==> config.mk <==
export PLATFORM = sky130hd
export DESIGN_NAME = five_level_credit_message_scheduler_core
export DESIGN_NICKNAME = d
export VERILOG_FILES = /design/src/rtl/core/flcms_pkg.sv /design/src/rtl/core/five_level_credit_message_scheduler_core.sv
export SDC_FILE = /design/constraint.sdc
export NUM_CORES = 2
export LEC_CHECK = 0
export BUFFER_PORTS_ARGS = -buffer_cell sky130_fd_sc_hd__buf_2
export CAP_MARGIN = 40
export CORE_MARGIN = 8
export CORE_UTILIZATION = 50
export DETAILED_ROUTE_END_ITERATION = 16
export PLACE_DENSITY = 0.65
export RECOVER_POWER = 100
export SKIP_LAST_GASP = 1
export SLEW_MARGIN = 25
export SYNTH_ARGS = -nofsm -noshare
export SYNTH_HDL_FRONTEND = slang
export SYNTH_SLANG_ARGS = --single-unit
==> constraint.sdc <==
create_clock -name aclk -period 5.3 [get_ports aclk]
set_input_delay 0.265 -clock aclk [delete_from_list [all_inputs] [get_ports aclk]]
set_output_delay 0.265 -clock aclk [all_outputs]
set_load 0.02 [all_outputs]
==> src/rtl/core/flcms_pkg.sv <==
package flcms_pkg;

    localparam int NUM_LEVELS   = 5;
    localparam int LEVEL_W      = 3;
    localparam int HANDLE_W     = 16;
    localparam int CREDIT_W     = 8;
    localparam int CFG_INDEX_W  = 2;
    localparam int S_TDATA_W    = 24;
    localparam int M_TDATA_W    = 24;

    typedef logic [LEVEL_W-1:0]  level_t;
    typedef logic [CREDIT_W-1:0] credit_t;

    typedef enum logic [1:0] {
        OP_ENQUEUE = 2'd0,
        OP_DEQUEUE = 2'd1,
        OP_REQUEUE = 2'd2,
        OP_FLUSH   = 2'd3
    } op_t;

    typedef enum logic [1:0] {
        ST_OK       = 2'd0,
        ST_DROPPED  = 2'd1,
        ST_EMPTY    = 2'd2,
        ST_NO_GRANT = 2'd3
    } status_t;

    localparam level_t LEVEL_BASE = 3'd0;
    localparam level_t LEVEL_LOW  = 3'd1;
    localparam level_t LEVEL_MID  = 3'd2;
    localparam level_t LEVEL_HIGH = 3'd3;
    localparam level_t LEVEL_TOP  = 3'd4;
    localparam level_t LEVEL_NONE = 3'd5;

    localparam credit_t CREDIT_RESET = 8'd10;

    localparam logic [CFG_INDEX_W-1:0] CFG_RELOAD_HIGH = 2'd0;
    localparam logic [CFG_INDEX_W-1:0] CFG_RELOAD_MID  = 2'd1;

endpackage

==> src/rtl/core/five_level_credit_message_scheduler_core.sv <==
// five-level message scheduler: level 4 strict, levels 3 and 2 credited, then 1 and 0
// s_ channel: one command per transaction (enqueue, dequeue, requeue to front, flush level 4)
// m_ channel: exactly one result per command, in command order
// cfg channel: index 0 sets the level 3 credit reload, index 1 the level 2 reload;
//   ready whenever reset is not asserted, write only while no command is in flight
// pipeline: a command accepted into the input register passes through the decision
//   logic and the handle memory read into the result register
// throughput: one command per cycle unless a stall holds the pipeline; the single handle
//   memory has one write and one read port, and every command uses at most one of each
// reset: all levels empty, both credits and both reload values at 10, no level
//   served yet; handle memory contents are not cleared; s_tready and cfg_ready
//   stay low while aresetn is low
// stall: while m_tvalid is high and m_tready low the result holds, s_tready drops
//   and the whole pipeline freezes until the result is taken
module five_level_credit_message_scheduler_core #(
    parameter int QUEUE_DEPTH = 16,
    parameter int HANDLE_BITS = 16
) (
    input  logic                               aclk,
    input  logic                               aresetn,
    input  logic                               s_tvalid,
    output logic                               s_tready,
    // op[1:0], level[4:2], handle[20:5], working[21], zero fill
    input  logic [flcms_pkg::S_TDATA_W-1:0]    s_tdata,
    output logic                               m_tvalid,
    input  logic                               m_tready,
    // granted[0], out_handle[16:1], out_level[19:17], status[21:20], any_queued[22], zero fill
    output logic [flcms_pkg::M_TDATA_W-1:0]    m_tdata,
    input  logic                               cfg_valid,
    output logic                               cfg_ready,
    input  logic [flcms_pkg::CFG_INDEX_W-1:0]  cfg_index,
    input  logic [flcms_pkg::CREDIT_W-1:0]     cfg_data
);
    import flcms_pkg::*;

    localparam int HW        = (HANDLE_BITS < HANDLE_W) ? HANDLE_BITS : HANDLE_W;
    localparam int PTR_W     = $clog2(QUEUE_DEPTH);
    localparam int CNT_W     = $clog2(QUEUE_DEPTH + 1);
    localparam int SUM_W     = CNT_W + 1;
    localparam int MEM_DEPTH = NUM_LEVELS * QUEUE_DEPTH;
    localparam int ADDR_W    = $clog2(MEM_DEPTH);
    localparam logic [CNT_W-1:0] CNT_FULL = CNT_W'(QUEUE_DEPTH);
    localparam logic [PTR_W-1:0] PTR_LAST = PTR_W'(QUEUE_DEPTH - 1);
    localparam logic [SUM_W-1:0] SUM_WRAP = SUM_W'(QUEUE_DEPTH);

    // input register
    logic            in_valid_reg;
    op_t             in_op_reg;
    level_t          in_level_reg;
    logic [HW-1:0]   in_handle_reg;
    logic            in_working_reg;

    // scheduler state
    logic [PTR_W-1:0] head_reg  [NUM_LEVELS];
    logic [PTR_W-1:0] head_next [NUM_LEVELS];
    logic [CNT_W-1:0] count_reg  [NUM_LEVELS];
    logic [CNT_W-1:0] count_next [NUM_LEVELS];
    credit_t          credit_high_reg, credit_high_next;
    credit_t          credit_mid_reg, credit_mid_next;
    level_t           last_level_reg, last_level_next;
    credit_t          reload_high_reg;
    credit_t          reload_mid_reg;

    // handle memory
    logic [HW-1:0]     mem [MEM_DEPTH];
    logic [HW-1:0]     rdata_reg;
    logic              wr_en;
    logic [ADDR_W-1:0] wr_addr;
    logic [ADDR_W-1:0] rd_addr;

    // result register
    logic     out_valid_reg;
    logic     out_granted_reg, granted_next;
    level_t   out_level_reg, out_level_next;
    status_t  out_status_reg, status_next;
    logic     out_any_reg, any_next;

    logic     en;
    logic     step;

    assign en        = !out_valid_reg || m_tready;
    assign step      = en && in_valid_reg;
    assign s_tready  = en && aresetn;
    assign cfg_ready = aresetn;
    assign m_tvalid  = out_valid_reg;
    assign m_tdata   = {1'b0, out_any_reg, out_status_reg, out_level_reg,
                        out_granted_reg ? HANDLE_W'(rdata_reg) : HANDLE_W'(0),
                        out_granted_reg};

    always_ff @(posedge aclk) begin
        if (!aresetn) begin
            in_valid_reg <= 1'b0;
        end else if (en) begin
            in_valid_reg <= s_tvalid;
        end
        if (en) begin
            in_op_reg      <= op_t'(s_tdata[1:0]);
            in_level_reg   <= s_tdata[4:2];
            in_handle_reg  <= s_tdata[5 +: HW];
            in_working_reg <= s_tdata[21];
        end
    end

    always_comb begin
        logic [NUM_LEVELS-1:0] held;
        level_t                pick;
        level_t                lv;
        logic [SUM_W-1:0]      tail_sum;
        logic [PTR_W-1:0]      idx;

        for (int i = 0; i < NUM_LEVELS; i++) begin
            held[i]       = (count_reg[i] != '0);
            head_next[i]  = head_reg[i];
            count_next[i] = count_reg[i];
        end
        credit_high_next = credit_high_reg;
        credit_mid_next  = credit_mid_reg;
        last_level_next  = last_level_reg;
        granted_next     = 1'b0;
        out_level_next   = LEVEL_BASE;
        status_next      = ST_OK;
        wr_en            = 1'b0;
        wr_addr          = '0;
        rd_addr          = '0;
        pick             = LEVEL_NONE;
        lv               = in_level_reg;
        tail_sum         = '0;
        idx              = '0;

        case (in_op_reg)
            OP_ENQUEUE: begin
                if (in_level_reg > LEVEL_TOP || count_reg[lv] == CNT_FULL) begin
                    status_next = ST_DROPPED;
                end else begin
                    tail_sum = SUM_W'(head_reg[lv]) + SUM_W'(count_reg[lv]);
                    if (tail_sum >= SUM_WRAP) begin
                        tail_sum = tail_sum - SUM_WRAP;
                    end
                    idx            = tail_sum[PTR_W-1:0];
                    wr_en          = step;
                    wr_addr        = ADDR_W'(ADDR_W'(lv) * ADDR_W'(QUEUE_DEPTH)) + ADDR_W'(idx);
                    count_next[lv] = count_reg[lv] + 1'b1;
                end
            end
            OP_DEQUEUE: begin
                if (held[LEVEL_TOP]) begin
                    pick = LEVEL_TOP;
                end else if (in_working_reg) begin
                    if (credit_high_reg != '0 && held[LEVEL_HIGH]) begin
                        pick             = LEVEL_HIGH;
                        credit_high_next = credit_high_reg - 1'b1;
                    end else begin
                        credit_high_next = reload_high_reg;
                        if (credit_mid_reg != '0 && held[LEVEL_MID]) begin
                            pick            = LEVEL_MID;
                            credit_mid_next = credit_mid_reg - 1'b1;
                        end else begin
                            credit_mid_next = reload_mid_reg;
                            if (held[LEVEL_LOW]) begin
                                pick = LEVEL_LOW;
                            end else if (held[LEVEL_BASE]) begin
                                pick = LEVEL_BASE;
                            end else if (held[LEVEL_HIGH] || held[LEVEL_MID]) begin
                                // second pass with both credits freshly reloaded
                                if (reload_high_reg != '0 && held[LEVEL_HIGH]) begin
                                    pick             = LEVEL_HIGH;
                                    credit_high_next = reload_high_reg - 1'b1;
                                end else if (reload_mid_reg != '0 && held[LEVEL_MID]) begin
                                    pick            = LEVEL_MID;
                                    credit_mid_next = reload_mid_reg - 1'b1;
                                end
                            end
                        end
                    end
                end
                if (pick != LEVEL_NONE) begin
                    rd_addr = ADDR_W'(ADDR_W'(pick) * ADDR_W'(QUEUE_DEPTH))
                            + ADDR_W'(head_reg[pick]);
                    head_next[pick]  = (head_reg[pick] == PTR_LAST) ? '0
                                     : head_reg[pick] + 1'b1;
                    count_next[pick] = count_reg[pick] - 1'b1;
                    last_level_next  = pick;
                    granted_next     = 1'b1;
                    out_level_next   = pick;
                end else begin
                    status_next = ST_EMPTY;
                end
            end
            OP_REQUEUE: begin
                lv = last_level_reg;
                if (last_level_reg == LEVEL_NONE) begin
                    status_next = ST_NO_GRANT;
                end else if (count_reg[lv] == CNT_FULL) begin
                    status_next = ST_DROPPED;
                end else begin
                    idx            = (head_reg[lv] == '0) ? PTR_LAST : head_reg[lv] - 1'b1;
                    head_next[lv]  = idx;
                    wr_en          = step;
                    wr_addr        = ADDR_W'(ADDR_W'(lv) * ADDR_W'(QUEUE_DEPTH)) + ADDR_W'(idx);
                    count_next[lv] = count_reg[lv] + 1'b1;
                end
            end
            OP_FLUSH: begin
                count_next[LEVEL_TOP] = '0;
                head_next[LEVEL_TOP]  = '0;
            end
            default: begin
                status_next = ST_OK;
            end
        endcase

        any_next = 1'b0;
        for (int i = 0; i < NUM_LEVELS; i++) begin
            any_next = any_next | (count_next[i] != '0);
        end
    end

    always_ff @(posedge aclk) begin
        if (wr_en) begin
            mem[wr_addr] <= in_handle_reg;
        end
        if (en) begin
            rdata_reg <= mem[rd_addr];
        end
    end

    always_ff @(posedge aclk) begin
        if (!aresetn) begin
            for (int i = 0; i < NUM_LEVELS; i++) begin
                head_reg[i]  <= '0;
                count_reg[i] <= '0;
            end
            credit_high_reg <= CREDIT_RESET;
            credit_mid_reg  <= CREDIT_RESET;
            last_level_reg  <= LEVEL_NONE;
        end else if (step) begin
            for (int i = 0; i < NUM_LEVELS; i++) begin
                head_reg[i]  <= head_next[i];
                count_reg[i] <= count_next[i];
            end
            credit_high_reg <= credit_high_next;
            credit_mid_reg  <= credit_mid_next;
            last_level_reg  <= last_level_next;
        end
    end

    always_ff @(posedge aclk) begin
        if (!aresetn) begin
            reload_high_reg <= CREDIT_RESET;
            reload_mid_reg  <= CREDIT_RESET;
        end else if (cfg_valid) begin
            case (cfg_index)
                CFG_RELOAD_HIGH: reload_high_reg <= cfg_data;
                CFG_RELOAD_MID:  reload_mid_reg  <= cfg_data;
                default: begin
                end
            endcase
        end
    end

    always_ff @(posedge aclk) begin
        if (!aresetn) begin
            out_valid_reg <= 1'b0;
        end else if (en) begin
            out_valid_reg <= in_valid_reg;
        end
        if (step) begin
            out_granted_reg <= granted_next;
            out_level_reg   <= out_level_next;
            out_status_reg  <= status_next;
            out_any_reg     <= any_next;
        end
    end

endmodule
==> Yosys cells after proc, flatten, opt, wreduce, memory -nomap -nowiden <==
Memory sizes are Yosys's and may differ from the RTL's. A register that Yosys moved wholly into a read port is not among the register bits.
Index checks and enable logic that the tools add are counted.
{ "classes": {"n_eq_ne": 9, "n_reduce_logical": 36, "bitwise_logic": 19, "muxes": 92, "magnitude_cmp": 8, "addsub": 14} }
{ "op_table": {"columns": ["operator", "count"], "rows": [
  ["25-bit two-way mux", 4],
  ["8-bit two-way mux", 12],
  ["25-bit bitwise mux", 3],
  ["20-bit two-way mux", 3],
  ["20-bit one-hot mux with 3 select lines", 1],
  ["5-bit nonzero test", 10],
  ["3-bit two-way mux", 16],
  ["4-bit two-way mux", 12],
  ["5-bit demux with 3-bit select", 3],
  ["20-bit bitwise mux", 2],
  ["5-bit two-way mux", 8],
  ["7-bit two-way mux", 5],
  ["16-bit one-hot mux with 2 select lines", 1],
  ["8-bit nonzero test", 4],
  ["8-bit by 1-bit subtractor with 8-bit output (second input constant)", 4],
  ["4-bit demux with 3-bit select", 2],
  ["7-bit by 4-bit adder with 7-bit output", 3],
  ["5-bit one-hot mux with 4 select lines", 1],
  ["16-bit two-way mux", 1],
  ["1-bit OR", 14],
  ["7-bit one-hot mux with 2 select lines", 1],
  ["4-bit greater-or-equal comparator (second input constant)", 3],
  ["4-bit by 1-bit less-than comparator with 1-bit output (second input constant)", 3],
  ["1-bit two-way mux", 12],
  ["other kinds (28)", 50]
]} }
{ "word_totals": {"ff_bits": 66, "elab_cells": 196, "n_memories": 3, "mem_bits_rw": 1325} }
{ "mem_list": {"columns": ["memory", "words", "width", "rd", "rd_ports_with_merged_regs", "write_ports", "line", "rtl"], "rows": [
  ["mem", 80, 16, 1, 1, 1, "five_level_credit_message_scheduler_core.sv:65", "logic [HW-1:0] mem [MEM_DEPTH];"],
  ["count_reg", 5, 5, 8, 2, 5, "five_level_credit_message_scheduler_core.sv:56", "logic [CNT_W-1:0] count_reg [NUM_LEVELS];"],
  ["head_reg", 5, 4, 8, 2, 5, "five_level_credit_message_scheduler_core.sv:54", "logic [PTR_W-1:0] head_reg [NUM_LEVELS];"]
]} }

==> Logic depth before layout (Yosys ltp) <==
An unclocked memory read counts as a cell.
{ "logic_depth": {"word_depth": 26, "ltp_mapped": 20} }

==> Least setup slack after synthesis <==
Ideal clock, no wire load.
{ "synth_timing": {"path_type": "flip-flop to flip-flop", "from": "register with a tool-made name", "to": "memory mem[74][0] in the netlist's numbering, enable pin", "synth_period_minus_slack_ps": 4597, "t_arrival_ps": 4209, "setup_ps": 389, "setup_slack_ps": 703, "stages_incl_launch_ff": 13, "path_buffers": 2, "required_time_ps": 4911, "path_cell_list": "dfxtp_1 clkbuf_1 mux4_2 mux2i_1 ha_1 o211ai_1 clkbuf_1 and2_1 nand2_1 o21ai_0 a2111oi_0 nand2_1 nor2_1"} }
{ "synth_lines": {"columns": ["item", "line"], "rows": [
  ["to (decl)", "five_level_credit_message_scheduler_core.sv:65"]
]} }

==> Final worst setup path <==
{ "layout_timing": {"from": "register credit_mid_reg[0]", "to": "register rdata_reg[8] (read register of mem), data pin"} }
{ "layout_between": {"elab_chain_len": 11} }
{ "layout_lines": {"columns": ["item", "line", "rtl"], "rows": [
  ["from (decl)", "five_level_credit_message_scheduler_core.sv:59", "credit_t credit_mid_reg, credit_mid_next;"],
  ["from (signal assigned)", "five_level_credit_message_scheduler_core.sv:242", "credit_mid_reg <= credit_mid_next;"],
  ["8-bit nonzero test *", "five_level_credit_message_scheduler_core.sv:154", "if (credit_mid_reg != '0 && held[LEVEL_MID]) begin"],
  ["1-bit logical AND *", "five_level_credit_message_scheduler_core.sv:154", null],
  ["3-bit two-way mux *", "five_level_credit_message_scheduler_core.sv:154", null],
  ["3-bit two-way mux *", "five_level_credit_message_scheduler_core.sv:149", "if (credit_high_reg != '0 && held[LEVEL_HIGH]) begin"],
  ["3-bit two-way mux *", "five_level_credit_message_scheduler_core.sv:148", "end else if (in_working_reg) begin"],
  ["3-bit two-way mux *", "five_level_credit_message_scheduler_core.sv:146", "if (held[LEVEL_TOP]) begin"],
  ["3-bit two-way mux *", "five_level_credit_message_scheduler_core.sv:130", "case (in_op_reg)"],
  ["memory 5 x 4 bit", null, null],
  ["7-bit by 4-bit adder with 7-bit output", "five_level_credit_message_scheduler_core.sv:178", "+ ADDR_W'(head_reg[pick]);"],
  ["7-bit two-way mux *", "five_level_credit_message_scheduler_core.sv:176", "if (pick != LEVEL_NONE) begin"],
  ["7-bit two-way mux *", "five_level_credit_message_scheduler_core.sv:130", null],
  ["to (decl)", "five_level_credit_message_scheduler_core.sv:66", "logic [HW-1:0] rdata_reg;"]
]} }
Every way passes the cells marked *; elsewhere a longest branch is shown, timed or not. The select of a mux whose other input is x is not followed.
A chain may end at the register's enable or synchronous reset.

==> key figures <==
Outcome
  – Outcome: finished, violations left
  – Failing checks: capacitance limit, slew limit

Setup path
  – CP Launch Point: credit_mid_reg[0]$_SDFFE_PN0P_
  – Worst Setup Path Type: reg2reg
  – CP required: 5.92 ns
  – RR Startpoint: credit_mid_reg[0]$_SDFFE_PN0P_
  – Startpoint types: flip-flop
  – Worst Reg-to-Reg Cells: 20
  – End of the worst register-to-register path: rdata_reg[8]$_DFFE_PN_
  – Crit end category: flip-flop
  – Critical Path Fanout Max: 49
  – FF-to-FF setup slack: 0.03 ns
  – Critical path endpoint: rdata_reg[8]$_DFFE_PN_
  – CP Data Arrival Time: 5.89 ns

STA
  – Final hold violation count: 0
  – Max-slew headroom: -135.5%
  – Final Slew Violations: 1250
  – Worst slew pin tran: 3.533 ns
  – Worst hold margin: 0.1903 ns
  – RSZ-0062 raised after global routing: true
  – FMAX: 0.1897 GHz
  – Setup Viol. Count Final: 0
  – Final worst-path cycle share: 99.47%
  – TNS Setup: 0 ns
  – Min Tclk post-route: 5.272 ns
  – Final clock skew: 0.03523 ns

Die
  – Width of the die: 365.1 µm
  – Placement row count: 128
  – Area of the core: 121400 µm²
  – Die height: 365.1 µm
  – Io pins: 66
  – Die Footprint: 133300 µm²
  – Initial Util: 50.18%

Pwr
  – PwrDens: 358.5 nW/µm²
  – Seq pwr share: 49.7%
  – NetSw: 0.005968 W
  – Switching part of the total power: 23.74%
  – Max rail drop VDD: 0.3593 mV
  – Lkg Pwr: 23.45 nW
  – Int Power: 0.01918 W
  – Combinational share of power: 9.2%
  – Clock power share: 41.1%

GRT
  – Largest net degree at the start of global routing: 81
  – Initial antenna violation count: 3
  – Vias in the first global route: 39.12k
  – Grt ovf: 0
  – Total global-route track usage: 26.34%
  – First-pass GRT wire length: 261200 µm

Placed design
  – Placed insts: 6336
  – Final GP Congestion: 0.9380
  – Placed Area: 66030 µm²
  – DP HPWL: 114000 µm
  – Port Buffers: 62

Cells and area
  – Design area: 70130 µm²
  – Max reg flops: 1280
  – Fin cells: 6648
  – Syn-to-layout area delta: 15.12%
  – Ratio of cells with drive above 1 in the final layout: 14.52%
  – Nets: 4961

Route
  – Via density: 6.230
  – Vias after detailed routing: 41.42k
  – Antenna-violating nets left: 0
  – Drt drc: 0
  – DRT Pass-1 Iters: 6
  – WL/cell: 27.05 µm
  – Initial DRC count: 4762
  – Final wirelength: 179800 µm

Clock network
  – CTS clk-pin slew, worst paths: 0.06 ns
  – Root Driver: clkbuf_16
  – CTS sink count: 1413
  – # H-tree levels: 4
  – CTS tree: yes
  – Clock Path Buffers: 3
  – Num CTS Buffers: 147
  – Clk Latency, worst-skew pair: 0.78 ns

Logic synthesis
  – Synthesis-stage register bit count: 1413
  – Ys async rst share: 0%
  – Post-synthesis cell count: 4552
  – Netlist cell types: 98
  – Syn Nets: 4608
  – Synth Cell Area: 60920 µm²
  – Most used DFF post-synth: edfxtp_1
  – Post-synth EDFFs: 1370
  – Avg Cell Area, Syn: 13.38 µm²
  – Syn. warnings: 0
  – Sequential fraction of the synthesis area: 68.95%

Min path
  – HP Class: in2reg

Job
  – Max cap viols: 26
synth_stat cells (24+ instances only):
master / number / area (µm²)
a211oi_1: 76 / 570.6
o211ai_1: 61 / 457.9
edfxtp_1: 1370 / 41140
buf_1: 26 / 97.59
dfxtp_1: 43 / 860.8
nand2b_1: 66 / 412.9
buf_2: 125 / 625.6
or3_1: 46 / 287.8
inv_1: 35 / 131.4
and2_1: 32 / 200.2
o21ai_0: 133 / 665.6
nor2b_1: 26 / 162.7
clkbuf_1: 117 / 439.2
a31oi_1: 69 / 431.7
mux4_2: 35 / 788.3
nor3_1: 223 / 1116
mux2i_1: 225 / 2252
o32ai_1: 24 / 210.2
nor2_1: 314 / 1179
nand2_1: 589 / 2211
o221a_2: 26 / 292.8
o221ai_1: 33 / 289.0
and3_1: 49 / 306.5
nand3_1: 184 / 920.9
o31ai_1: 52 / 390.4
a311o_1: 24 / 240.2
a21oi_1: 139 / 695.7
a2bb2oi_1: 26 / 227.7
cell usage in the layout (no fill, tap or decap), types with 43 or more instances in the layout:
cell / netlist / layout
nand2_1: 589 / 589
o211ai_1: 61 / 62
or3_1: 46 / 46
nand2b_1: 66 / 65
a31oi_1: 69 / 69
buf_4: 23 / 203
mux2i_1: 225 / 225
clkbuf_1: 117 / 109
nand3_1: 184 / 183
clkbuf_16: 0 / 152
a21oi_1: 139 / 139
nor2_1: 314 / 313
nor3_1: 223 / 223
clkbuf_2: 0 / 68
o21ai_0: 133 / 133
dfxtp_1: 43 / 43
a211oi_1: 76 / 75
edfxtp_1: 1370 / 1370
buf_2: 125 / 54
o31ai_1: 52 / 51
and3_1: 49 / 49
final cells by class:
| cell class | instances | area (µm²) |
|---|---|---|
| inverters | 39 | 156.4 |
| diodes | 2 | 5.005 |
| fillers | 9722 | 51270 |
| multi-input cells | 2796 | 17380 |
| clock inverters | 85 | 893.4 |
| repair buffers | 508 | 3746 |
| well taps | 1625 | 2033 |
| clock buffers | 180 | 3909 |
| flip-flops and latches | 1413 | 42000 |
power by group through the flow:
| stage | combinational (W) | sequential, W | clock [W] |
|---|---|---|---|
| 2_1_floorplan | 0.00122 | 0.0128 | 0 |
| 3_3_place_gp | 0.00223 | 0.0127 | 0 |
| 3_5_place_dp | 0.00228 | 0.0127 | 0 |
| 4_1_cts | 0.00231 | 0.0125 | 0.0105 |
| 5_1_grt | 0.00243 | 0.0125 | 0.0109 |
| 6_report | 0.00231 | 0.0125 | 0.0103 |
metal layers:
layer	share of wire, %	vias to the layer above	GRT usage, %
li1	-	18220	-
met1	40	20580	36.88
met2	46	2208	40.85
met3	10	406	5.335
met4	4.1	4	10.08
met5	0.013	-	0
critical path: stages (launching register included):
cell      delay, ns
dfxtp_1        0.34
inv_1          0.07
ha_1           0.16
or4b_4         0.50
nor4_4         0.21
buf_4          0.17
o22ai_2        0.16
o31a_1         0.38
clkbuf_2       0.27
nand2b_1       0.22
o211a_4        0.21
inv_8          0.26
buf_12         0.27
buf_12         0.27
buf_4          0.23
nor2_1         0.06
nor3_1         0.21
o31ai_1        0.12
o21ai_0        0.52
a21oi_1        0.22
o21ai_1        0.19
worst min-delay path by stage:
stage / endpoint / slack [ns] / start / cells after the start
4_1_cts: reload_high_reg[1]$_SDFFE_PN1P_ / 0.0007 / cfg_index[0] / 4
6_report: in_handle_reg[2]$_DFFE_PN_ / 0.19 / s_tdata[7] / 2
2_1_floorplan: in_handle_reg[0]$_DFFE_PN_ / 0.36 / s_tdata[5] / 0
3_3_place_gp: in_handle_reg[6]$_DFFE_PN_ / 0.44 / s_tdata[11] / 1
3_5_place_dp: in_handle_reg[8]$_DFFE_PN_ / 0.44 / s_tdata[13] / 1
5_1_grt: in_handle_reg[1]$_DFFE_PN_ / 0.18 / s_tdata[6] / 2
logic make-up (layout without fill, tap and decap cells):
| family | count (synthesis) | after routing | share of synthesized area (%) |
|---|---|---|---|
| and+or+nand+nor | 1599 | 1600 | 12.02 |
| DFF | 1413 | 1413 | 68.95 |
| AOI/OAI and AO/OA | 870 | 870 | 10.21 |
| buffers and inverters | 344 | 812 | 2.691 |
| muxes | 282 | 282 | 5.398 |
| xor gates and xnor gates | 26 | 26 | 0.3738 |
| adders and majority gates | 17 | 17 | 0.3615 |
| other | 1 | 3 | 0.006156 |
metrics by stage:
step           util, %  power (W)  setup WS, ns
3_3_place_gp     54.18    0.01494       0.08193
5_1_grt          57.76    0.02579      -0.05766
3_5_place_dp     54.39    0.01498        0.1598
6_report         57.77    0.02514       0.02787
4_1_cts          58.64    0.02523        0.1342
2_1_floorplan        -    0.01398        0.7026
what timing repair did:
action / CTS / global route
hold buffers: 35 / 0
setup endpoints to repair: 0 / 10
resized for setup: 0 / 4
setup buffers: 0 / 4
hold endpoints to repair: 46 / 0
No activity file was read; power rests on OpenSTA's default activity.
